### config.mk
export PLATFORM = sky130hd
export DESIGN_NAME = mcsr_res_queue
export DESIGN_NICKNAME = d
export VERILOG_FILES = /design/src/rtl/assert_macros.svh /design/src/rtl/mcsr_pkg.sv /design/src/rtl/mcsr_res_queue.sv
export SDC_FILE = /design/constraint.sdc
export NUM_CORES = 1
export LEC_CHECK = 0
export ABC_AREA = 1
export BUFFER_PORTS_ARGS = -buffer_cell sky130_fd_sc_hd__buf_4
export CORE_MARGIN = 2
export CORE_UTILIZATION = 53
export CTS_BUF_LIST = sky130_fd_sc_hd__clkbuf_8
export DETAILED_ROUTE_END_ITERATION = 10
export PLACE_DENSITY = 0.81
export SYNTH_ARGS = -nofsm -noshare
export SYNTH_HDL_FRONTEND = slang
export SYNTH_SLANG_ARGS = --single-unit
### constraint.sdc
create_clock -name clk -period 3.2 [get_ports clk]
set_clock_uncertainty 0.2 [all_clocks]
set_input_delay 0.64 -clock clk [delete_from_list [all_inputs] [get_ports clk]]
set_output_delay 0.64 -clock clk [all_outputs]
set_load 0.02 [all_outputs]
### src/rtl/assert_macros.svh
// Assertion macros for the snapshot-recall RTL, used by mcsr_back.
// Relies on signals named clk and rst_n in the including scope.
`ifndef ASSERT_MACROS_SVH
`define ASSERT_MACROS_SVH

// Same-cycle implication, checked outside reset.
`define ASSERT_IMP(lbl, ante, cons) \
    lbl: assert property (@(posedge clk) disable iff (!rst_n) (ante) |-> (cons)) \
        else $error("assertion failed: same-cycle implication");

// Next-cycle implication, checked outside reset.
`define ASSERT_NXT(lbl, ante, cons) \
    lbl: assert property (@(posedge clk) disable iff (!rst_n) (ante) |=> (cons)) \
        else $error("assertion failed: next-cycle implication");

`endif

### src/rtl/mcsr_pkg.sv
// Package for the MIDI CC snapshot-recall block: sizes, codes and word types.
// Used by every module of the block; depends on nothing.
`default_nettype none

package mcsr_pkg;

    localparam int NUM_CHANNELS    = 16;
    localparam int NUM_CONTROLLERS = 128;
    localparam int TABLE_SIZE      = NUM_CHANNELS * NUM_CONTROLLERS;

    localparam int TABLE_BITS = (TABLE_SIZE > 1) ? $clog2(TABLE_SIZE) : 1;
    localparam int LEN_BITS   = TABLE_BITS + 1;
    localparam int CHAN_BITS  = (NUM_CHANNELS > 1) ? $clog2(NUM_CHANNELS) : 1;
    localparam int CTRL_BITS  = (NUM_CONTROLLERS > 1) ? $clog2(NUM_CONTROLLERS) : 1;

    localparam int QUEUE_DEPTH = 2;
    localparam int QPTR_BITS   = (QUEUE_DEPTH > 1) ? $clog2(QUEUE_DEPTH) : 1;
    localparam int QCNT_BITS   = $clog2(QUEUE_DEPTH + 1);

    localparam logic [7:0] STATUS_CC     = 8'hB0;
    localparam logic [7:0] TYPE_MASK     = 8'hF0;
    localparam logic [7:0] EMPTY_ENTRY   = 8'd129;
    localparam logic [7:0] NO_VALUE_SENT = 8'h80;

    // Input command codes
    localparam logic [2:0] CMD_MESSAGE        = 3'd0;
    localparam logic [2:0] CMD_TRIGGER        = 3'd1;
    localparam logic [2:0] CMD_TRIGGER_PRESET = 3'd2;
    localparam logic [2:0] CMD_CLEAR          = 3'd3;
    localparam logic [2:0] CMD_TICK           = 3'd4;

    // Configuration register indexes
    localparam logic [1:0] REG_LISTEN_CHANNEL   = 2'd0;
    localparam logic [1:0] REG_CAPTURE_ENABLE   = 2'd1;
    localparam logic [1:0] REG_THRU_ENABLE      = 2'd2;
    localparam logic [1:0] REG_BLOCK_DUPLICATES = 2'd3;

    // Back-end operation kinds
    typedef logic [1:0] op_kind_t;
    localparam op_kind_t OP_NONE  = 2'd0;
    localparam op_kind_t OP_STORE = 2'd1;
    localparam op_kind_t OP_CHECK = 2'd2;
    localparam op_kind_t OP_CLEAR = 2'd3;

    typedef struct packed {
        logic [4:0] listen_channel;
        logic       capture_enable;
        logic       thru_enable;
        logic       block_duplicates;
    } cfg_t;

    typedef struct packed {
        logic       out_valid;
        logic [7:0] out_status;
        logic [7:0] out_data_one;
        logic [7:0] out_data_two;
        logic       from_replay;
        logic       replay_done;
    } res_t;

    typedef struct packed {
        op_kind_t              kind;
        logic [TABLE_BITS-1:0] idx;
        logic [6:0]            value;
        logic                  wr_last;
        logic                  dedup;
        res_t                  res;
    } op_t;

endpackage

`default_nettype wire

### src/rtl/mcsr_res_queue.sv
// Short first-word-fall-through queue of result words on the output side.
// Depends on mcsr_pkg.
`default_nettype none

module mcsr_res_queue
    import mcsr_pkg::*;
(
    input  wire logic clk,
    input  wire logic rst_n,
    input  wire logic push,
    input  res_t      push_data,
    output logic      full,
    input  wire logic pop,
    output res_t      pop_data,
    output logic      empty
);

    res_t                 slot_reg [QUEUE_DEPTH];
    logic [QPTR_BITS-1:0] wr_ptr_reg, wr_ptr_next;
    logic [QPTR_BITS-1:0] rd_ptr_reg, rd_ptr_next;
    logic [QCNT_BITS-1:0] count_reg, count_next;
    logic                 do_push, do_pop;

    assign full     = (count_reg == QCNT_BITS'(QUEUE_DEPTH));
    assign empty    = (count_reg == '0);
    assign pop_data = slot_reg[rd_ptr_reg];
    assign do_push  = push && !full;
    assign do_pop   = pop && !empty;

    always_comb
    begin
        wr_ptr_next = wr_ptr_reg;
        rd_ptr_next = rd_ptr_reg;
        count_next  = count_reg;
        if (do_push)
        begin
            wr_ptr_next = (wr_ptr_reg == QPTR_BITS'(QUEUE_DEPTH - 1)) ? '0 : wr_ptr_reg + 1'b1;
        end
        if (do_pop)
        begin
            rd_ptr_next = (rd_ptr_reg == QPTR_BITS'(QUEUE_DEPTH - 1)) ? '0 : rd_ptr_reg + 1'b1;
        end
        if (do_push && !do_pop)
        begin
            count_next = count_reg + 1'b1;
        end
        else if (do_pop && !do_push)
        begin
            count_next = count_reg - 1'b1;
        end
    end

    always_ff @(posedge clk or negedge rst_n)
    begin
        if (!rst_n)
        begin
            wr_ptr_reg <= '0;
            rd_ptr_reg <= '0;
            count_reg  <= '0;
        end
        else
        begin
            wr_ptr_reg <= wr_ptr_next;
            rd_ptr_reg <= rd_ptr_next;
            count_reg  <= count_next;
        end
    end

    always_ff @(posedge clk)
    begin
        if (do_push)
        begin
            slot_reg[wr_ptr_reg] <= push_data;
        end
    end

endmodule

`default_nettype wire

==> impl_metrics.py <==
metrics = {
    "global_routing": {
        "grt_max_degree": 29,
        "grt_pass1_vias": 1241,
        "antenna_found_initial": 0,
        "track_usage_pct": 18.2,
        "grt_overflow": 0,
        "grt_pass1_wl_um": 5610,
    },
    "timing": {
        "finalSetupViolations": 0,
        "post-route-min-period_ns": 2.28,
        "finalCritPeriodShare_pct": 71.2,
        "worst_pin_slew_ns": 0.465,
        "relSlewSlack_pct": 69.0,
        "whs_ns": 0.294,
        "hold_viol": 0,
        "grt_setup_unrepaired": "false",
        "tns_ns": 0,
        "maxSlewViolCount": 0,
        "fmax_mhz": 439,
    },
    "worst_hold_path": {
        "hold_class": "in2reg",
        "holdPathStages": 1,
        "hold_path_end": "slot_reg[0][10]",
        "hp-start": "push_data[10]",
    },
    "logic_synthesis": {
        "syn_area_per_cell_um2": 12.7,
        "synth_area_um2": 2190,
        "synth_nets": 204,
        "synth_simple_gate_area_share_pct": 17.2,
        "synth.area.mux_share_pct": 0,
        "synth_seq_cells": 58,
        "synth_fa_ha_area_share_pct": 0.571,
        "seq_area_frac_synth_pct": 78.5,
        "synth_top_family_by_area": "simple AND/OR/NAND/NOR gates",
        "synth-compound-area-share_pct": 0.457,
        "yosysUniqueCellTypes": 15,
        "syn_inst": 172,
        "synth-warning-count": 0,
        "synthXorXnorAreaFrac_pct": 0.400,
    },
    "setup_path": {
        "endpoint_kind": "primary output",
        "reg2reg_to": "slot_reg[0][5]",
        "crit_type": "reg2out",
        "worstPathRequired_ns": 2.36,
        "worst_setup_path_start_kind": "flip-flop",
        "r2r-start": "count_reg[1]",
        "crit_buf_inv": 2,
        "cp_common_cell": "nand2_1",
        "crit_arrival_ns": 1.44,
        "crit_family": "buffers and inverters",
        "cp_max_fo": 28,
        "worst_path_largest_cell_delay_ns": 0.38,
        "cp_slowest_cell": "dfrtp_1",
        "rrSetupSlack_ns": 1.51,
        "worstPathCellList": "inv_2 -> nand2_1 -> nand2_1 -> buf_4",
        "r2r_cells": 6,
    },
    "drt": {
        "viasPerCell": 4.69,
        "ant_nets": 0,
        "drc": 0,
        "wirelength_um": 3790,
        "first_pass_iters": 4,
        "via_count": 1388,
        "post_drt_wl_per_cell_um": 12.8,
        "dr.first_iter.drc_count": 90,
    },
    "finish": {
        "syn_to_final_growth_pct": 32.7,
        "n_fill_cell": 277,
        "largest_reg_flops": 54,
        "nNetsFinal": 273,
        "final_cells": 296,
        "antenna_cells": 0,
        "drive_above_1_share_pct": 32.5,
    },
    "placed_design": {
        "dp.cells": 279,
        "place_congestion": 0.730,
        "dpl.hpwl_um": 2440,
        "io_buffers": 59,
    },
    "floorplanning": {
        "start_util_pct": 54.8,
        "rows": 23,
        "io_pins": 60,
        "core_area_um2": 4000,
        "die_w_um": 68.3,
        "die_h_um": 68.3,
        "die-area_um2": 4670,
    },
    "power_and_ir_drop": {
        "leakage_uw": 0.00129,
        "ir_worst_vdd_mv": 0.593,
        "power_density_nw_per_um2": 981,
    },
    "clock_network": {
        "cts.path.max_buffers": 2,
        "cts_root_buf": "clkbuf_8",
        "numCtsBuffers": 9,
        "ctsResizeCount": 0,
        "htreeDepth": 3,
        "ctsHoldBuffers": 1,
        "post-cts-setup-buffer-count": 0,
        "cts.clk_slew.worst_paths_ns": 0.06,
        "cts_tree": "yes",
        "clock-sinks": 58,
        "clk-insertion-delay-late_ns": 0.32,
    },
    "outcome": {
        "status": "finished, final reports clean",
    },
    "flow_run": {
        "maxCapViolCount": 0,
    },
}
[layout by cell type, fill, tap and decap left out, drive strengths merged]
cell type and instances:
nand3 1, nand3b 1, nand2 90, nor2 4, buf 62, edfxtp 54, dfrtp 4, o21ai 2
bufinv 2, dlygate4sd3 1, clkinv 3, clkbuf 9, nand4 1, xnor2 1, clkinvlp 1, ha 1
inv 9
[cell type report]
type / instances / area [um^2] / area share [%]
clock inverters: 7 / 85.1 / 2.92
flip-flops and latches: 58 / 1720 / 59.2
repair buffers: 63 / 475 / 16.3
multi-input cells: 101 / 410 / 14.1
clock buffers: 9 / 124 / 4.26
inverters: 8 / 30.0 / 1.03
well taps: 50 / 62.6 / 2.15
[cells by family after synthesis]
logic type	count (synthesis)
adders and majority gates	1
AOI/OAI and AO/OA	2
DFF	58
xor gates and xnor gates	1
and+or+nand+nor	97
buffers and inverters	13
[report_power, final]
part           total [uW]  switching (uW)  internal [uW]
combinational        1070             676            392
sequential           1100            59.0           1040
clock                 688             258            429
total                2850             994           1860
[Yosys cell counts (all sizes together)]
cell type	count	area, um^2
inv	8	30.0
nand3b	1	7.51
nor2	4	20.0
ha	1	12.5
buf	5	32.5
dfrtp	4	100
nand3	1	5.00
edfxtp	54	1620
xnor2	1	8.76
o21ai	2	10.0
nand2	90	338
nand4	1	6.26
[through the flow]
stage / instance area (um^2) / total power [uW] / setup slack [ns] / util, %
final: 2910 / 2850 / 0.923 / 72.7
after global routing: 2910 / 3030 / 0.790 / 72.7
after CTS: 2910 / 2890 / 0.883 / 72.7
after detailed placement: 2690 / 2190 / 1.29 / 67.3
after global placement: 2690 / 2170 / 1.31 / 67.3
after floorplan: 2190 / 1760 / 0.694 / -
[worst max-delay path by stage]
stage | startpoint | end | slack (ns) | depth (start not counted)
after floorplan | push | slot_reg[1][0] | 0.69 | 2
after global placement | push | slot_reg[0][14] | 1.31 | 6
after detailed placement | push | slot_reg[0][14] | 1.29 | 6
after CTS | rd_ptr_reg | pop_data[11] | 0.88 | 4
after global routing | rd_ptr_reg | pop_data[11] | 0.79 | 4
final | rd_ptr_reg | pop_data[11] | 0.92 | 4
[metal layers]
| layer | vias up | GRT usage, % | wire, um |
|---|---|---|---|
| met3 | 8 | 5.92 | 206 |
| met5 | - | 0 | 0 |
| met1 | 626 | 21.3 | 1600 |
| li1 | 710 | - | - |
| met4 | 0 | 14.0 | 64 |
| met2 | 44 | 27.7 | 1920 |
Note: power is estimated with default switching activity, not from simulation.
