===== config.mk =====
export PLATFORM = sky130hd
export DESIGN_NAME = mcsr_front
export DESIGN_NICKNAME = d
export VERILOG_FILES = /design/src/rtl/assert_macros.svh /design/src/rtl/mcsr_pkg.sv /design/src/rtl/mcsr_front.sv
export SDC_FILE = /design/constraint.sdc
export NUM_CORES = 1
export LEC_CHECK = 0
export BUFFER_PORTS_ARGS = -buffer_cell sky130_fd_sc_hd__buf_2
export CORE_MARGIN = 3
export CORE_UTILIZATION = 45
export DETAILED_ROUTE_END_ITERATION = 6
export PLACE_DENSITY = 0.79
export RECOVER_POWER = 100
export SLEW_MARGIN = 5
export SYNTH_ARGS = -nofsm -noshare
export SYNTH_HDL_FRONTEND = slang
export SYNTH_SLANG_ARGS = --single-unit
export TNS_END_PERCENT = 5

===== constraint.sdc =====
create_clock -name clk -period 4.7 [get_ports clk]
set_clock_uncertainty 0.05 [all_clocks]
set_input_delay 0.94 -clock clk [delete_from_list [all_inputs] [get_ports clk]]
set_output_delay 0.94 -clock clk [all_outputs]
set_load 0.05 [all_outputs]

===== src/rtl/assert_macros.svh =====
// Assertion macros for the snapshot-recall RTL, used by mcsr_back.
// Relies on signals named clk and rst_n in the including scope.
`ifndef ASSERT_MACROS_SVH
`define ASSERT_MACROS_SVH

// Same-cycle implication, checked outside reset.
`define ASSERT_IMP(lbl, ante, cons) \
    lbl: assert property (@(posedge clk) disable iff (!rst_n) (ante) |-> (cons)) \
        else $error("assertion failed: same-cycle implication");

// Next-cycle implication, checked outside reset.
`define ASSERT_NXT(lbl, ante, cons) \
    lbl: assert property (@(posedge clk) disable iff (!rst_n) (ante) |=> (cons)) \
        else $error("assertion failed: next-cycle implication");

`endif


===== src/rtl/mcsr_pkg.sv =====
// Package for the MIDI CC snapshot-recall block: sizes, codes and word types.
// Used by every module of the block; depends on nothing.
`default_nettype none

package mcsr_pkg;

    localparam int NUM_CHANNELS    = 16;
    localparam int NUM_CONTROLLERS = 128;
    localparam int TABLE_SIZE      = NUM_CHANNELS * NUM_CONTROLLERS;

    localparam int TABLE_BITS = (TABLE_SIZE > 1) ? $clog2(TABLE_SIZE) : 1;
    localparam int LEN_BITS   = TABLE_BITS + 1;
    localparam int CHAN_BITS  = (NUM_CHANNELS > 1) ? $clog2(NUM_CHANNELS) : 1;
    localparam int CTRL_BITS  = (NUM_CONTROLLERS > 1) ? $clog2(NUM_CONTROLLERS) : 1;

    localparam int QUEUE_DEPTH = 2;
    localparam int QPTR_BITS   = (QUEUE_DEPTH > 1) ? $clog2(QUEUE_DEPTH) : 1;
    localparam int QCNT_BITS   = $clog2(QUEUE_DEPTH + 1);

    localparam logic [7:0] STATUS_CC     = 8'hB0;
    localparam logic [7:0] TYPE_MASK     = 8'hF0;
    localparam logic [7:0] EMPTY_ENTRY   = 8'd129;
    localparam logic [7:0] NO_VALUE_SENT = 8'h80;

    // Input command codes
    localparam logic [2:0] CMD_MESSAGE        = 3'd0;
    localparam logic [2:0] CMD_TRIGGER        = 3'd1;
    localparam logic [2:0] CMD_TRIGGER_PRESET = 3'd2;
    localparam logic [2:0] CMD_CLEAR          = 3'd3;
    localparam logic [2:0] CMD_TICK           = 3'd4;

    // Configuration register indexes
    localparam logic [1:0] REG_LISTEN_CHANNEL   = 2'd0;
    localparam logic [1:0] REG_CAPTURE_ENABLE   = 2'd1;
    localparam logic [1:0] REG_THRU_ENABLE      = 2'd2;
    localparam logic [1:0] REG_BLOCK_DUPLICATES = 2'd3;

    // Back-end operation kinds
    typedef logic [1:0] op_kind_t;
    localparam op_kind_t OP_NONE  = 2'd0;
    localparam op_kind_t OP_STORE = 2'd1;
    localparam op_kind_t OP_CHECK = 2'd2;
    localparam op_kind_t OP_CLEAR = 2'd3;

    typedef struct packed {
        logic [4:0] listen_channel;
        logic       capture_enable;
        logic       thru_enable;
        logic       block_duplicates;
    } cfg_t;

    typedef struct packed {
        logic       out_valid;
        logic [7:0] out_status;
        logic [7:0] out_data_one;
        logic [7:0] out_data_two;
        logic       from_replay;
        logic       replay_done;
    } res_t;

    typedef struct packed {
        op_kind_t              kind;
        logic [TABLE_BITS-1:0] idx;
        logic [6:0]            value;
        logic                  wr_last;
        logic                  dedup;
        res_t                  res;
    } op_t;

endpackage

`default_nettype wire


===== src/rtl/mcsr_front.sv =====
// Front end: classifies each accepted word and keeps the replay sweep state.
// Depends on mcsr_pkg; feeds mcsr_op_queue.
`default_nettype none

module mcsr_front
    import mcsr_pkg::*;
(
    input  wire logic       clk,
    input  wire logic       rst_n,
    input  cfg_t            cfg,
    input  wire logic       take,
    input  wire logic [2:0] command,
    input  wire logic [7:0] status_byte,
    input  wire logic [7:0] data_one,
    input  wire logic [7:0] data_two,
    output op_t             op
);

    logic                  active_reg, active_next;
    logic                  dedup_reg, dedup_next;
    logic [TABLE_BITS-1:0] ptr_reg, ptr_next;
    logic [CHAN_BITS-1:0]  chan_cnt_reg, chan_cnt_next;
    logic [CTRL_BITS-1:0]  ctrl_cnt_reg, ctrl_cnt_next;

    logic [4:0]            msg_chan;
    logic                  capture_hit;
    logic [TABLE_BITS-1:0] msg_idx;
    logic                  all_channels;
    logic [LEN_BITS-1:0]   sweep_len;
    logic [LEN_BITS-1:0]   ptr_ext;
    logic                  last_entry;
    logic                  in_range;
    logic [CHAN_BITS-1:0]  chan_sel;
    logic [CTRL_BITS-1:0]  ctrl_sel;
    logic [TABLE_BITS-1:0] tick_idx;

    // Message classification
    always_comb
    begin
        msg_chan    = {1'b0, status_byte[3:0]} + 5'd1;
        capture_hit = ((cfg.listen_channel == 5'd0) || (msg_chan == cfg.listen_channel))
                      && ((status_byte & TYPE_MASK) == STATUS_CC)
                      && cfg.capture_enable
                      && ({1'b0, status_byte[3:0]} < 5'(NUM_CHANNELS))
                      && ({1'b0, data_one[6:0]} < 8'(NUM_CONTROLLERS));
        msg_idx     = TABLE_BITS'(int'(status_byte[3:0]) * NUM_CONTROLLERS
                                  + int'(data_one[6:0]));
    end

    // Sweep position for the next tick
    always_comb
    begin
        all_channels = (cfg.listen_channel == 5'd0);
        sweep_len    = all_channels ? LEN_BITS'(TABLE_SIZE) : LEN_BITS'(NUM_CONTROLLERS);
        ptr_ext      = {1'b0, ptr_reg};
        last_entry   = (ptr_ext + 1'b1) >= sweep_len;
        in_range     = (all_channels || (cfg.listen_channel <= 5'(NUM_CHANNELS)))
                       && (ptr_ext < sweep_len);
        chan_sel     = all_channels ? chan_cnt_reg : CHAN_BITS'(cfg.listen_channel - 5'd1);
        ctrl_sel     = all_channels ? ctrl_cnt_reg : CTRL_BITS'(ptr_reg);
        tick_idx     = TABLE_BITS'(int'(chan_sel) * NUM_CONTROLLERS + int'(ctrl_sel));
    end

    always_comb
    begin
        op            = '0;
        op.kind       = OP_NONE;
        active_next   = active_reg;
        dedup_next    = dedup_reg;
        ptr_next      = ptr_reg;
        chan_cnt_next = chan_cnt_reg;
        ctrl_cnt_next = ctrl_cnt_reg;

        case (command)
            CMD_MESSAGE:
            begin
                op.kind    = capture_hit ? OP_STORE : OP_NONE;
                op.idx     = msg_idx;
                op.value   = data_two[6:0];
                op.wr_last = cfg.thru_enable;
                if (cfg.thru_enable)
                begin
                    op.res.out_valid    = 1'b1;
                    op.res.out_status   = status_byte;
                    op.res.out_data_one = data_one;
                    op.res.out_data_two = data_two;
                end
            end
            CMD_TRIGGER, CMD_TRIGGER_PRESET:
            begin
                active_next   = 1'b1;
                dedup_next    = (command == CMD_TRIGGER_PRESET);
                ptr_next      = '0;
                chan_cnt_next = '0;
                ctrl_cnt_next = '0;
            end
            CMD_CLEAR:
            begin
                op.kind = OP_CLEAR;
            end
            CMD_TICK:
            begin
                if (active_reg)
                begin
                    op.kind             = in_range ? OP_CHECK : OP_NONE;
                    op.idx              = tick_idx;
                    op.dedup            = cfg.block_duplicates && dedup_reg;
                    op.res.replay_done  = last_entry;
                    // Carry the replay address only when an entry is checked
                    if (in_range)
                    begin
                        op.res.out_status   = STATUS_CC | 8'(chan_sel);
                        op.res.out_data_one = 8'(ctrl_sel);
                    end
                    if (last_entry)
                    begin
                        active_next   = 1'b0;
                        dedup_next    = 1'b0;
                        ptr_next      = '0;
                        chan_cnt_next = '0;
                        ctrl_cnt_next = '0;
                    end
                    else
                    begin
                        ptr_next = ptr_reg + 1'b1;
                        if (ctrl_cnt_reg == CTRL_BITS'(NUM_CONTROLLERS - 1))
                        begin
                            ctrl_cnt_next = '0;
                            chan_cnt_next = chan_cnt_reg + 1'b1;
                        end
                        else
                        begin
                            ctrl_cnt_next = ctrl_cnt_reg + 1'b1;
                        end
                    end
                end
            end
            default:
            begin
                op.kind = OP_NONE;
            end
        endcase
    end

    always_ff @(posedge clk or negedge rst_n)
    begin
        if (!rst_n)
        begin
            active_reg   <= 1'b0;
            dedup_reg    <= 1'b0;
            ptr_reg      <= '0;
            chan_cnt_reg <= '0;
            ctrl_cnt_reg <= '0;
        end
        else if (take)
        begin
            active_reg   <= active_next;
            dedup_reg    <= dedup_next;
            ptr_reg      <= ptr_next;
            chan_cnt_reg <= chan_cnt_next;
            ctrl_cnt_reg <= ctrl_cnt_next;
        end
    end

endmodule

`default_nettype wire


==> metrics.txt <==
overall routing resource usage 23.3%; worst vdd ir 0.115 mV; number of DRC markers in iteration 0 170; Crit. End Element primary output; Worst Hold Class register to register; CP max stage cell or3b_2; DR vias 2609; Largest register FFs 11; CP Data Arrival Time 3.36 ns; CTS tree done; WL/cell 15.7 µm; routed wire length 7040 µm; nets 427; clk sinks 24; cells after synthesis 308; share of layout cells above drive strength 1 15.3%; Pwr Total 0.000536 W; Synth Area per Inst 7.50 µm²; core area 4850 µm²; Routed Antenna Nets 0; crit-path cells clkbuf_1, inv_1, ha_1, or3b_2, nor2_1, inv_1, ha_1, nand4_1, nor2_1, and4_1, a311oi_4, nor2_4, clkbuf_2; Core Rows 25; Max FO, Critical Path 5; slowest stage delay, CP 0.45 ns; Req. time, crit path 3.71 ns; RSZ-0062 raised after global routing false; FF/Latch Area 601 µm²; CTS max path bufs 2; die area 6030 µm²; critical path class input port to primary output; post-DP HPWL 5240 µm; total congestion overflow 0; Yosys top cell by area dfrtp_1; Slew headroom 10.1%; Slew @ Worst Pin 1.35 ns; prevailing post-synth register cell dfrtp_1; area grow syn2layout 19.4%; IO Pins 87; post-synthesis cell type count 49; CTS Buf Count 3; sequential fraction of the synthesis area 26.0%; Worst Setup SP cfg[3]; area taken by multi-input logic gates 1550 µm²; cell count after placement 443; most common cell in the synthesized netlist nand2_1; Root Buffer clkbuf_8; clk slew on worst S/H paths 0.09 ns; Post-synth EDFFs 0; clk_lat worst skew 0.27 ns; reg-to-reg startpoint ptr_reg[3]; Max Fclk 0.230 GHz; Max Slew Vio Count 0; post-cts resize count 0; Seq cells post-synth 24; hold buffer count at CTS 0; largest net degree at the start of global routing 29; post-CTS setup buffer count 0; pwr dens 194 nW/µm²; critical path's top delay family simple AND/OR/NAND/NOR gates; minimum clock period 4.35 ns; H-tree depth 1; die width 77.7 µm; Mapped Nets 354; Max-cap violations 0; Pre-antenna DRT Iters 4; Hold Crit Start dedup_reg; non-filler cells in the finished layout 447; synth warn 0; outcome finished clean; mapped cell area 2310 µm²; async set-or-reset flop fraction in the synthesized netlist 100%; startpoint types input port; initial antenna violation count 0; Port Buf Inserts 85; die height 77.7 µm; final period utilization 92.6%; antenna cells 0; worst path bufs/invs 4; global-route wire length before repair 11600 µm; Vias per Instance 5.84; fillcell total 493; Final setup viols 0; DRC Markers 0; share of the synthesized area in the top cell type 26.0%; vias in the first global route 2446; Synth area leaders dfrtp_1, nand2_1, ha_1, nand4_1, and3_1; GPL Wtd Cong 0.913; final hold viol count 0; most frequent cells after synthesis nand2_1, dfrtp_1, clkbuf_1; Static Leak 1.24 nW; Initial Utilization 47.7%
power by group:
| group | switching (W) | internal (W) |
|---|---|---|
| sequential | 0.0000138 | 0.000216 |
| combinational | 0.000113 | 0.0000450 |
| clock | 0.0000724 | 0.0000750 |
logic make-up after synthesis:
| kind of cell | synth area share, % |
|---|---|
| simple gates | 31.5 |
| compound gates | 26.2 |
| buf+inv | 6.82 |
| flops | 26.0 |
| xor+xnor | 3.79 |
| fa+ha+maj | 4.33 |
| mux | 1.30 |
| other cells | 0.162 |
worst paths after layout:
path                                   end  slack [ns]  cells past startpoint
max                                  op[0]        0.35                     13
max in group asynchronous  ctrl_cnt_reg[0]        2.91                      1
min                              dedup_reg        0.49                      2
min in group asynchronous  ctrl_cnt_reg[3]        0.90                      1
max reg2reg                ctrl_cnt_reg[5]        1.17                     12
min reg2reg                      dedup_reg        0.49                      2
final cells by class:
| type | instances | share of cell area (%) |
|---|---|---|
| Inverter | 15 | 2.04 |
| Clock buffer | 4 | 1.99 |
| Multi-Input combinational cell | 246 | 56.3 |
| Sequential cell | 24 | 21.8 |
| Tap cell | 67 | 3.04 |
| Timing Repair Buffer | 91 | 14.9 |
tightest hold or removal path: stages, from the launching register on:
cell,delay [ns]
dfrtp_1,0.38
nand2_1,0.06
nand3_1,0.07
cell usage in the layout, fill, tap and decap left out, types with 9 or more instances in the layout:
| master | instances |
|---|---|
| nand4_1 | 16 |
| inv_1 | 15 |
| nand3_1 | 12 |
| a31oi_1 | 9 |
| a22o_1 | 9 |
| a21oi_1 | 14 |
| o21ai_0 | 15 |
| nand2_1 | 48 |
| clkbuf_1 | 46 |
| dfrtp_1 | 24 |
| buf_2 | 38 |
| and3_1 | 14 |
| nor2_1 | 15 |
layer usage:
metal | track usage [%] | vias up | part of all wire (%)
li1 | - | 1283 | -
met1 | 32.1 | 1245 | 46
met2 | 38.7 | 73 | 48
met3 | 3.36 | 8 | 4.3
met4 | 4.80 | 0 | 0.92
met5 | 0 | - | 0
stage by stage:
step                hold WS, ns  TNS (ns)  instance area (µm²)  worst slack [ns]  util (%)
finish                    0.487         0                 2760             0.346      56.9
global route              0.535         0                 2760             0.166      56.9
CTS                       0.487         0                 2840             0.429      58.6
detailed placement        0.464         0                 2790             0.452      57.5
global placement          0.457         0                 2790             0.494      57.5
floorplan                 0.435   -0.0776                 2320           -0.0285         -
(Power assumes the default switching activity.)
