--- src/rtl/assert_macros.svh ---
// Assertion macros for the snapshot-recall RTL, used by mcsr_back.
// Relies on signals named clk and rst_n in the including scope.
`ifndef ASSERT_MACROS_SVH
`define ASSERT_MACROS_SVH

// Same-cycle implication, checked outside reset.
`define ASSERT_IMP(lbl, ante, cons) \
    lbl: assert property (@(posedge clk) disable iff (!rst_n) (ante) |-> (cons)) \
        else $error("assertion failed: same-cycle implication");

// Next-cycle implication, checked outside reset.
`define ASSERT_NXT(lbl, ante, cons) \
    lbl: assert property (@(posedge clk) disable iff (!rst_n) (ante) |=> (cons)) \
        else $error("assertion failed: next-cycle implication");

`endif

--- src/rtl/mcsr_pkg.sv ---
// Package for the MIDI CC snapshot-recall block: sizes, codes and word types.
// Used by every module of the block; depends on nothing.
`default_nettype none

package mcsr_pkg;

    localparam int NUM_CHANNELS    = 16;
    localparam int NUM_CONTROLLERS = 128;
    localparam int TABLE_SIZE      = NUM_CHANNELS * NUM_CONTROLLERS;

    localparam int TABLE_BITS = (TABLE_SIZE > 1) ? $clog2(TABLE_SIZE) : 1;
    localparam int LEN_BITS   = TABLE_BITS + 1;
    localparam int CHAN_BITS  = (NUM_CHANNELS > 1) ? $clog2(NUM_CHANNELS) : 1;
    localparam int CTRL_BITS  = (NUM_CONTROLLERS > 1) ? $clog2(NUM_CONTROLLERS) : 1;

    localparam int QUEUE_DEPTH = 2;
    localparam int QPTR_BITS   = (QUEUE_DEPTH > 1) ? $clog2(QUEUE_DEPTH) : 1;
    localparam int QCNT_BITS   = $clog2(QUEUE_DEPTH + 1);

    localparam logic [7:0] STATUS_CC     = 8'hB0;
    localparam logic [7:0] TYPE_MASK     = 8'hF0;
    localparam logic [7:0] EMPTY_ENTRY   = 8'd129;
    localparam logic [7:0] NO_VALUE_SENT = 8'h80;

    // Input command codes
    localparam logic [2:0] CMD_MESSAGE        = 3'd0;
    localparam logic [2:0] CMD_TRIGGER        = 3'd1;
    localparam logic [2:0] CMD_TRIGGER_PRESET = 3'd2;
    localparam logic [2:0] CMD_CLEAR          = 3'd3;
    localparam logic [2:0] CMD_TICK           = 3'd4;

    // Configuration register indexes
    localparam logic [1:0] REG_LISTEN_CHANNEL   = 2'd0;
    localparam logic [1:0] REG_CAPTURE_ENABLE   = 2'd1;
    localparam logic [1:0] REG_THRU_ENABLE      = 2'd2;
    localparam logic [1:0] REG_BLOCK_DUPLICATES = 2'd3;

    // Back-end operation kinds
    typedef logic [1:0] op_kind_t;
    localparam op_kind_t OP_NONE  = 2'd0;
    localparam op_kind_t OP_STORE = 2'd1;
    localparam op_kind_t OP_CHECK = 2'd2;
    localparam op_kind_t OP_CLEAR = 2'd3;

    typedef struct packed {
        logic [4:0] listen_channel;
        logic       capture_enable;
        logic       thru_enable;
        logic       block_duplicates;
    } cfg_t;

    typedef struct packed {
        logic       out_valid;
        logic [7:0] out_status;
        logic [7:0] out_data_one;
        logic [7:0] out_data_two;
        logic       from_replay;
        logic       replay_done;
    } res_t;

    typedef struct packed {
        op_kind_t              kind;
        logic [TABLE_BITS-1:0] idx;
        logic [6:0]            value;
        logic                  wr_last;
        logic                  dedup;
        res_t                  res;
    } op_t;

endpackage

`default_nettype wire

--- src/rtl/mcsr_op_queue.sv ---
// Short first-word-fall-through queue of operation words, front to back.
// Depends on mcsr_pkg.
`default_nettype none

module mcsr_op_queue
    import mcsr_pkg::*;
(
    input  wire logic clk,
    input  wire logic rst_n,
    input  wire logic push,
    input  op_t       push_data,
    output logic      full,
    input  wire logic pop,
    output op_t       pop_data,
    output logic      empty
);

    op_t                  slot_reg [QUEUE_DEPTH];
    logic [QPTR_BITS-1:0] wr_ptr_reg, wr_ptr_next;
    logic [QPTR_BITS-1:0] rd_ptr_reg, rd_ptr_next;
    logic [QCNT_BITS-1:0] count_reg, count_next;
    logic                 do_push, do_pop;

    assign full     = (count_reg == QCNT_BITS'(QUEUE_DEPTH));
    assign empty    = (count_reg == '0);
    assign pop_data = slot_reg[rd_ptr_reg];
    assign do_push  = push && !full;
    assign do_pop   = pop && !empty;

    always_comb
    begin
        wr_ptr_next = wr_ptr_reg;
        rd_ptr_next = rd_ptr_reg;
        count_next  = count_reg;
        if (do_push)
        begin
            wr_ptr_next = (wr_ptr_reg == QPTR_BITS'(QUEUE_DEPTH - 1)) ? '0 : wr_ptr_reg + 1'b1;
        end
        if (do_pop)
        begin
            rd_ptr_next = (rd_ptr_reg == QPTR_BITS'(QUEUE_DEPTH - 1)) ? '0 : rd_ptr_reg + 1'b1;
        end
        if (do_push && !do_pop)
        begin
            count_next = count_reg + 1'b1;
        end
        else if (do_pop && !do_push)
        begin
            count_next = count_reg - 1'b1;
        end
    end

    always_ff @(posedge clk or negedge rst_n)
    begin
        if (!rst_n)
        begin
            wr_ptr_reg <= '0;
            rd_ptr_reg <= '0;
            count_reg  <= '0;
        end
        else
        begin
            wr_ptr_reg <= wr_ptr_next;
            rd_ptr_reg <= rd_ptr_next;
            count_reg  <= count_next;
        end
    end

    always_ff @(posedge clk)
    begin
        if (do_push)
        begin
            slot_reg[wr_ptr_reg] <= push_data;
        end
    end

endmodule

`default_nettype wire

--- config.mk ---
export PLATFORM = sky130hd
export DESIGN_NAME = mcsr_op_queue
export DESIGN_NICKNAME = d
export VERILOG_FILES = /design/src/rtl/assert_macros.svh /design/src/rtl/mcsr_pkg.sv /design/src/rtl/mcsr_op_queue.sv
export SDC_FILE = /design/constraint.sdc
export NUM_CORES = 1
export LEC_CHECK = 0
export BUFFER_PORTS_ARGS = -buffer_cell sky130_fd_sc_hd__buf_2
export CAP_MARGIN = 20
export CORE_ASPECT_RATIO = 0.7
export CORE_MARGIN = 2
export CORE_UTILIZATION = 39
export CTS_CLUSTER_DIAMETER = 100
export CTS_CLUSTER_SIZE = 10
export DETAILED_ROUTE_END_ITERATION = 10
export HOLD_SLACK_MARGIN = 0.1
export MAX_ROUTING_LAYER = met4
export PLACE_DENSITY = 0.72
export SETUP_SLACK_MARGIN = 0.05
export SYNTH_ARGS = -nofsm -noshare
export SYNTH_HDL_FRONTEND = slang
export SYNTH_SLANG_ARGS = --single-unit
--- constraint.sdc ---
create_clock -name clk -period 8.4 [get_ports clk]
set_clock_uncertainty 0.2 [all_clocks]
set_input_delay 0.42 -clock clk [delete_from_list [all_inputs] [get_ports clk]]
set_output_delay 0.42 -clock clk [all_outputs]
set_load 0.05 [all_outputs]
==> results of run 1 <==
## metrics by stage
| stage | util | power [µW] | area (µm²) |
|---|---|---|---|
| 3_3_place_gp | 0.466 | 1650 | 4580 |
| 5_1_grt | 0.548 | 2170 | 5390 |
| 4_1_cts | 0.548 | 2110 | 5390 |
| 6_report | 0.548 | 2080 | 5390 |
| 2_1_floorplan | - | 1540 | 3990 |
| 3_5_place_dp | 0.466 | 1660 | 4580 |
## logic make-up after synthesis
| family | Yosys count | synth area share |
|---|---|---|
| flops | 102 | 0.763 |
| mux | 49 | 0.185 |
| buf+inv | 8 | 0.0298 |
| simple gates | 6 | 0.00691 |
| xor+xnor | 5 | 0.0110 |
| compound gates | 1 | 0.00125 |
| fa+ha+maj | 1 | 0.00314 |
## synth_stat cells, drive strengths merged
cell,number
edfxtp,98
mux2,49
buf,6
dfrtp,4
nor2,3
xnor2,3
inv,2
xor2,2
and3,1
ha,1
nand2,1
nand2b,1
o21ai,1
## report_power, final
part / internal, µW / total, µW / leakage, µW / switching (µW)
Combinational: 302 / 857 / 0.00108 / 555
Clock: 260 / 427 / 0.000151 / 166
Sequential: 698 / 801 / 0.000956 / 103
## routing by layer
layer,track usage,part of all wire,up-vias
met5,-,0,-
met1,0.147,0.43,1016
li1,-,-,991
met3,0.0459,0.065,7
met4,0.0444,0.0081,0
met2,0.230,0.50,80
## path summary, 6_finish.rpt
check | depth (start not counted) | to | slack, ns
hold / removal | 2 | rd_ptr_reg | 0.22
min in group clk | 3 | rd_ptr_reg | 0.22
setup reg to reg | 4 | slot_reg[0][10] | 6.29
max in group asynchronous | 2 | rd_ptr_reg | 7.64
hold reg to reg | 1 | count_reg[1] | 0.32
setup / recovery | 2 | pop_data[46] | 5.76
## final cells by class
| cell class | instances | area (µm²) |
|---|---|---|
| timing repair buffer | 155 | 1030 |
| sequential | 102 | 3050 |
| clock inverter | 6 | 85.1 |
| tap | 128 | 160 |
| multi-input combinational | 62 | 833 |
| inverter | 2 | 7.51 |
| clock buffer | 10 | 229 |
| fill | 792 | 4440 |
==> impl_metrics.env, run 1 <==
export IMPL_dp_cells=399
export IMPL_grt_overflow_total=0
export IMPL_cts_tree="done"
export IMPL_crit_required_ns=7.78
export IMPL_area_growth_pct=35.3
export IMPL_io_buffers=103
export IMPL_critPathTopFamily="flip-flops"
export IMPL_fin_setup_tns_ns=0
export IMPL_cpMaxStageDelayCell="dfrtp_4"
export IMPL_crit_type="reg -> out"
export IMPL_dp_hpwl_um=4120
export IMPL_die_y_um=88.6
export IMPL_io_pin_count=104
export IMPL_cts_resized=0
export IMPL_synth_largest_area_cell="edfxtp_1"
export IMPL_instances_no_fill=465
export IMPL_finalHoldViolCount=0
export IMPL_cts_buffers_inserted=9
export IMPL_startpoint="rd_ptr_reg"
export IMPL_drcViolationCount=0
export IMPL_final_common_cell="buf_2"
export IMPL_first_pass_iters=4
export IMPL_cts_sinks=102
export IMPL_tightest_slew_ns=0.977
export IMPL_slowest_delay_ns=1.07
export IMPL_clockBufferDepth=2
export IMPL_final_max_slew_violation_count=0
export IMPL_wl_um=7070
export IMPL_antenna_left=0
export IMPL_netlist_area_um2=3990
export IMPL_slew_headroom=0.348
export IMPL_cp_max_fo=50
export IMPL_wl_per_cell_um=15.2
export IMPL_final_layout_size_suffix_gt1_frac=0.507
export IMPL_die_area_um2=11100
export IMPL_place_ws_ns=6.11
export IMPL_timing_final_crit_share=0.315
export IMPL_synth_seq_cells=102
export IMPL_postSynthCellCount=172
export IMPL_vias_per_cell=4.50
export IMPL_crit_path_end_kind="primary output"
export IMPL_p_leak_uw=0.00219
export IMPL_grt_pass1_wl_um=10600
export IMPL_start_util=0.405
export IMPL_crit_path_start_kind="flip-flop"
export IMPL_synth_cell_types=14
export IMPL_fmax_ghz=0.378
export IMPL_clk_latency_ns=0.33
export IMPL_setup_ws_ns=5.76
export IMPL_dieWidth_um=125
export IMPL_status="completed"
export IMPL_ir_worst_vdd_mv=0.207
export IMPL_syn_avg_cell_area_um2=23.2
export IMPL_p_per_area_nw_per_um2=386
export IMPL_htree_levels=3
export IMPL_largest_reg_flops=98
export IMPL_clk_pin_slew_worst_paths_ns=0.07
export IMPL_track_usage=0.133
export IMPL_seq_area_frac_synth=0.763
export IMPL_path_buf_inv=1
export IMPL_timing_rr_start="count_reg[0]"
export IMPL_cap_violations=0
export IMPL_postCtsSetupRepairBufs=0
export IMPL_rows=30
export IMPL_num_vias=2094
export IMPL_rsz0062_at_grt="false"
export IMPL_synth_area_top_cells="edfxtp_1 (74%), mux2_4 (18%), buf_12 (2.5%), dfrtp_1 (2.5%), xnor2_1 (0.66%)"
export IMPL_antenna_found_initial=0
export IMPL_layout_common_cells="buf_2 (103), edfxtp_1 (98), dlygate4sd3_1 (50)"
export IMPL_antennaDiodeCount=0
export IMPL_yosysWarnings=0
export IMPL_holdWs_ns=0.217
export IMPL_worstPathCellList="mux2_4 -> buf_2"
export IMPL_nNetsFinal=386
export IMPL_coreArea_um2=9830
export IMPL_setup_viol=0
export IMPL_worstPathArrival_ns=2.02
export IMPL_synth_top_area_frac=0.738
export IMPL_first_global_vias=2175
export IMPL_cts_root_buf="clkbuf_16"
export IMPL_holdBufCountCts=50
export IMPL_fin_crit_ns=2.64
export IMPL_drt_initial_drc_count=49
export IMPL_gp_congestion=0.675
export IMPL_grt_max_degree=51
export IMPL_syn_nets=226
export IMPL_worstHoldPathType="in -> async"
Power figures use the tool's default switching activity.
==> run 2, diff against run 1 <==
ABC_AREA = 1   (was default)
clock period = 2.7 ns   (was 8.4 ns; I/O delays follow)
==> run 2 against run 1 <==
- clock-buffer cell count is 1 higher
- flip-flop and latch count stayed put
- combinational power grew to 3.5 times the previous value
- largest power group unchanged
- sequential share of layout area is 0.80 points higher
- critical endpoint is now pop_data[24]
- routed wire length is 8.1% higher
- clock power grew to 2.9 times the previous value
==> impl_metrics.env, run 2 <==
export IMPL_crit_top_cell="nand2_1"
export IMPL_vias_per_cell=4.44
export IMPL_yosysWarnings=0
export IMPL_r2r_slack_ns=0.95
export IMPL_netlist_area_um2=3820
export IMPL_nNetsFinal=504
export IMPL_holdPathEnd="wr_ptr_reg"
export IMPL_cts_buffers_inserted=9
export IMPL_final_common_cell="nand2_1"
export IMPL_cts_sinks=102
export IMPL_synth_seq_cells=102
export IMPL_first_global_vias=2572
export IMPL_slew_headroom=0.626
export IMPL_place_ws_ns=0.896
export IMPL_holdPathStages=2
export IMPL_crit_path_end_kind="primary output"
export IMPL_yosys_top_cells_count="nand2_1 (155), edfxtp_1 (98), inv_1 (7), buf_2 (5), buf_4 (5)"
export IMPL_slowest_delay_ns=0.42
export IMPL_reg2regPathDepth=6
export IMPL_seq_area_frac_synth=0.796
export IMPL_clk_pin_slew_worst_paths_ns=0.06
export IMPL_largest_reg_flops=98
export IMPL_timing_final_crit_share=0.792
export IMPL_holdBufCountCts=53
export IMPL_postSynthCellCount=288
export IMPL_utilization=0.553
export IMPL_final_layout_size_suffix_gt1_frac=0.286
export IMPL_p_per_area_nw_per_um2=1220
export IMPL_status="completed"
export IMPL_finalHoldViolCount=0
export IMPL_cts_tree="done"
export IMPL_fin_setup_tns_ns=0
export IMPL_dp_cells=514
export IMPL_num_vias=2587
export IMPL_cp_max_fo=28
export IMPL_wl_per_cell_um=13.1
export IMPL_die_area_um2=10600
export IMPL_instances_no_fill=583
export IMPL_first_pass_iters=4
export IMPL_start_util=0.398
export IMPL_gp_congestion=0.711
export IMPL_area_growth_pct=39.0
export IMPL_p_leak_uw=0.00230
export IMPL_synth_largest_area_cell="edfxtp_1"
export IMPL_rsz0062_at_grt="false"
export IMPL_io_buffers=103
export IMPL_antenna_left=0
export IMPL_layout_common_cells="nand2_1 (155), buf_2 (103), edfxtp_1 (98)"
export IMPL_min_from="wr_ptr_reg"
export IMPL_syn_nets=342
export IMPL_coreArea_um2=9610
export IMPL_synth_async_reset_ratio=0.0392
export IMPL_ir_worst_vdd_mv=0.818
export IMPL_synth_area_top_cells="edfxtp_1 (77%), nand2_1 (15%), dfrtp_1 (2.6%), buf_4 (0.98%), inv_1 (0.69%)"
export IMPL_clockBufferDepth=2
export IMPL_antennaDiodeCount=0
export IMPL_grt_pass1_wl_um=11900
export IMPL_fin_total_pwr_uw=6470
export IMPL_worstPathArrival_ns=1.80
export IMPL_htree_levels=3
export IMPL_grt_max_degree=51
export IMPL_postCtsSetupRepairBufs=0
export IMPL_fin_crit_ns=2.14
export IMPL_antenna_found_initial=0
export IMPL_r2r_end="slot_reg[0][3]"
export IMPL_grt_overflow_total=0
export IMPL_worstPathCellList="inv_2 -> buf_12 -> nand2_1 -> nand2_1 -> buf_2"
export IMPL_syn_avg_cell_area_um2=13.3
export IMPL_track_usage=0.157
export IMPL_cts_root_buf="clkbuf_16"
export IMPL_clk_latency_ns=0.33
export IMPL_io_pin_count=104
export IMPL_dp_hpwl_um=4530
export IMPL_crit_type="reg -> out"
export IMPL_drt_initial_drc_count=101
export IMPL_worstHoldPathType="reg -> reg"
export IMPL_die_y_um=86.8
export IMPL_fmax_ghz=0.467
export IMPL_timing_rr_start="count_reg[1]"
export IMPL_dieWidth_um=122
export IMPL_final_max_slew_violation_count=0
export IMPL_synth_cell_types=18
export IMPL_wl_um=7640
export IMPL_cts_resized=0
export IMPL_setup_ws_ns=0.561
export IMPL_tightest_slew_ns=0.561
export IMPL_cap_violations=0
export IMPL_fill_cells=763
export IMPL_yosys_most_used_dff="edfxtp_1"
export IMPL_cpMaxStageDelayCell="inv_2"
export IMPL_setup_viol=0
export IMPL_crit_path_start_kind="flip-flop"
export IMPL_yosysMostFrequentCell="nand2_1"
export IMPL_synth_edf_count=98
export IMPL_rows=30
export IMPL_drcViolationCount=0
export IMPL_crit_required_ns=2.37
export IMPL_synth_top_area_frac=0.770
## run 2: changes by cell type after synthesis, moves of 2 or more
cell,previous run,this run
nand2_1,1,155
mux2_4,49,0
buf_12,5,0
buf_2,0,5
buf_4,0,5
inv_1,2,7
xnor2_1,3,1
xor2_1,2,0
## run 2: layout make-up
type,instances,area (µm²),share of cell area
sequential,102,3040,0.573
timing repair buffer,162,1100,0.208
multi-input combinational,167,683,0.129
clock buffer,11,233,0.0438
tap,128,160,0.0301
clock inverter,5,58.8,0.0111
inverter,8,30.0,0.00565
## run 2: how the worst max path moves through the flow
stage            startpoint        endpoint  slack (ns)  cells past startpoint
2_1_floorplan  count_reg[1]  slot_reg[1][0]        0.23                      3
3_3_place_gp     rd_ptr_reg    pop_data[22]        0.92                      5
3_5_place_dp     rd_ptr_reg    pop_data[24]        0.90                      5
4_1_cts          rd_ptr_reg    pop_data[24]        0.52                      5
5_1_grt          rd_ptr_reg    pop_data[22]        0.43                      5
6_report         rd_ptr_reg    pop_data[24]        0.56                      5
## run 2: layer usage
layer / GRT usage / vias to the layer above / wire length (µm)
met5: - / - / 0
met1: 0.177 / 1213 / 3330
met2: 0.269 / 77 / 3800
met4: 0.0502 / 0 / 89
li1: - / 1286 / -
met3: 0.0500 / 11 / 418
## run 2: worst max-delay path: cells and delay by family, from the launching register on
| kind | cells | cell delay [ns] |
|---|---|---|
| buffers and inverters | 3 | 0.92 |
| flip-flops | 1 | 0.41 |
| AND/OR/NAND/NOR | 2 | 0.14 |
## run 2: logic make-up (layout without fill, tap and decap cells)
| group | Yosys count | count (layout) | share of synthesized area |
|---|---|---|---|
| and+or+nand+nor | 163 | 163 | 0.169 |
| xor gates and xnor gates | 1 | 1 | 0.00229 |
| adders and majority gates | 1 | 1 | 0.00327 |
| AOI/OAI and AO/OA | 2 | 2 | 0.00262 |
| DFF | 102 | 102 | 0.796 |
| buffers and inverters | 19 | 186 | 0.0272 |
## run 2: metrics by stage
step / instance area, µm² / hold slack [ns]
after global routing: 5310 / 0.306
after CTS: 5310 / 0.285
after detailed placement: 4490 / -0.248
after global placement: 4490 / -0.249
final: 5310 / 0.279
after floorplan: 3820 / -0.361
## run 2: where the power goes
part	switching (µW)	total [µW]	internal, µW
Sequential	101	2260	2160
Combinational	2330	2960	633
Clock	521	1240	720
Total	2950	6470	3510
==> run 3, diff against run 2 <==
clock period = 2.2 ns   (was 2.7 ns; I/O delays follow)
==> run 3 against run 2 <==
- sequential share of layout area decreased by 0.25 points
- total power is 22% higher
- clock power grew 13%
- combinational power rose by 25%
- routed wire length rose by 0.33%
==> impl_metrics.env, run 3 (same netlist as run 2, synthesis figures left out) <==
export IMPL_status="completed"
export IMPL_vias_per_cell=4.40
export IMPL_wl_um=7670
export IMPL_io_pin_count=104
export IMPL_nNetsFinal=506
export IMPL_r2r_slack_ns=0.54
export IMPL_first_pass_iters=4
export IMPL_final_common_cell="nand2_1"
export IMPL_antenna_found_initial=0
export IMPL_htree_levels=3
export IMPL_cts_root_buf="clkbuf_16"
export IMPL_crit_path_end="pop_data[9]"
export IMPL_grt_max_degree=31
export IMPL_crit_top_cell="nand2_1"
export IMPL_first_global_vias=2630
export IMPL_r2r_end="slot_reg[1][5]"
export IMPL_crit_type="reg -> out"
export IMPL_area_growth_pct=39.6
export IMPL_cap_violations=0
export IMPL_reg2regPathDepth=4
export IMPL_final_max_slew_violation_count=0
export IMPL_grt_overflow_total=0
export IMPL_die_y_um=86.8
export IMPL_ir_worst_vdd_mv=0.751
export IMPL_die_area_um2=10600
export IMPL_wl_per_cell_um=13.1
export IMPL_p_per_area_nw_per_um2=1480
export IMPL_min_from="push_data[27]"
export IMPL_drt_initial_drc_count=175
export IMPL_clockBufferDepth=2
export IMPL_rows=30
export IMPL_worstHoldPathType="in -> reg"
export IMPL_worstPathCellList="inv_2 -> buf_12 -> nand2_1 -> nand2_1 -> buf_2"
export IMPL_fmax_ghz=0.495
export IMPL_slowest_delay_ns=0.49
export IMPL_crit_path_start_kind="flip-flop"
export IMPL_dp_hpwl_um=4770
export IMPL_p_leak_uw=0.00230
export IMPL_final_layout_size_suffix_gt1_frac=0.295
export IMPL_grt_pass1_wl_um=12200
export IMPL_layout_common_cells="nand2_1 (155), buf_2 (103), edfxtp_1 (98)"
export IMPL_clk_latency_ns=0.33
export IMPL_timing_final_crit_share=0.919
export IMPL_dieWidth_um=122
export IMPL_cp_max_fo=23
export IMPL_fin_crit_ns=2.02
export IMPL_slew_headroom=0.735
export IMPL_clk_pin_slew_worst_paths_ns=0.06
export IMPL_place_ws_ns=0.516
export IMPL_fin_total_pwr_uw=7910
export IMPL_startpoint="rd_ptr_reg"
export IMPL_cpMaxStageDelayCell="dfrtp_2"
export IMPL_antennaDiodeCount=0
export IMPL_largest_reg_flops=98
export IMPL_cts_tree="done"
export IMPL_finalHoldViolCount=0
export IMPL_start_util=0.398
export IMPL_track_usage=0.157
export IMPL_gp_congestion=0.741
export IMPL_coreArea_um2=9610
export IMPL_io_buffers=103
export IMPL_setup_viol=0
export IMPL_cts_buffers_inserted=9
export IMPL_worstPathArrival_ns=1.71
export IMPL_fill_cells=797
export IMPL_crit_path_end_kind="primary output"
export IMPL_drcViolationCount=0
export IMPL_fin_setup_tns_ns=0
export IMPL_crit_required_ns=1.89
export IMPL_rsz0062_at_grt="false"
export IMPL_timing_rr_start="count_reg[1]"
export IMPL_antenna_left=0
export IMPL_num_vias=2576
export IMPL_setup_ws_ns=0.178
export IMPL_cts_sinks=102
export IMPL_cts_resized=0
export IMPL_tightest_slew_ns=0.398
==> run 3: repair_timing <==
action                                 4_1_cts  5_1_grt
hold buffers                                53        0
endpoints found under the hold margin      105        0
setup buffers                                0        0
==> run 3: layout make-up <==
type                    instances  area, µm²  share of cell area
multi-input cells             167        688               0.129
clock buffers                   9        225              0.0422
inverters                       8       33.8             0.00633
repair buffers                164       1140               0.214
flip-flops and latches        102       3050               0.571
well taps                     128        160              0.0300
clock inverters                 7       41.3             0.00774
==> run 3: through the flow <==
step | instances | util | hold slack, ns | instance area, µm²
after floorplan | 288 | - | -0.386 | 3840
after global placement | 516 | 0.473 | -0.274 | 4540
after detailed placement | 516 | 0.473 | -0.273 | 4540
after CTS | 585 | 0.555 | 0.277 | 5340
after global routing | 585 | 0.555 | 0.287 | 5340
final | 585 | 0.555 | 0.293 | 5340
==> run 3: worst max-delay path, delay by kind of cell, from the launching register on <==
kind,cells,cell delay [ns]
buffers and inverters,3,0.73
DFF,1,0.49
and+or+nand+nor,2,0.15
==> run 3: per-layer routing <==
metal	vias to the layer above	global-route usage	wire length [µm]
met5	-	-	0
met4	0	0.0470	88
met2	76	0.271	3800
met1	1200	0.177	3350
met3	11	0.0474	425
li1	1289	-	-
==> run 3: worst min-delay path by stage <==
| stage | endpoint | slack, ns | depth (start not counted) |
|---|---|---|---|
| 2_1_floorplan | count_reg[0] | -0.39 | 0 |
| 3_3_place_gp | count_reg[1] | -0.27 | 1 |
| 3_5_place_dp | wr_ptr_reg | -0.27 | 1 |
| 4_1_cts | slot_reg[1][4] | 0.28 | 2 |
| 5_1_grt | slot_reg[0][3] | 0.29 | 2 |
| 6_report | slot_reg[1][27] | 0.29 | 2 |
==> run 3: report_power, final <==
group          leakage (µW)  switching, µW  total [µW]  internal [µW]
logic               0.00122           2850        3690            842
registers          0.000958            159        2810           2650
clock network      0.000126            645        1400            756
total               0.00230           3660        7910           4250
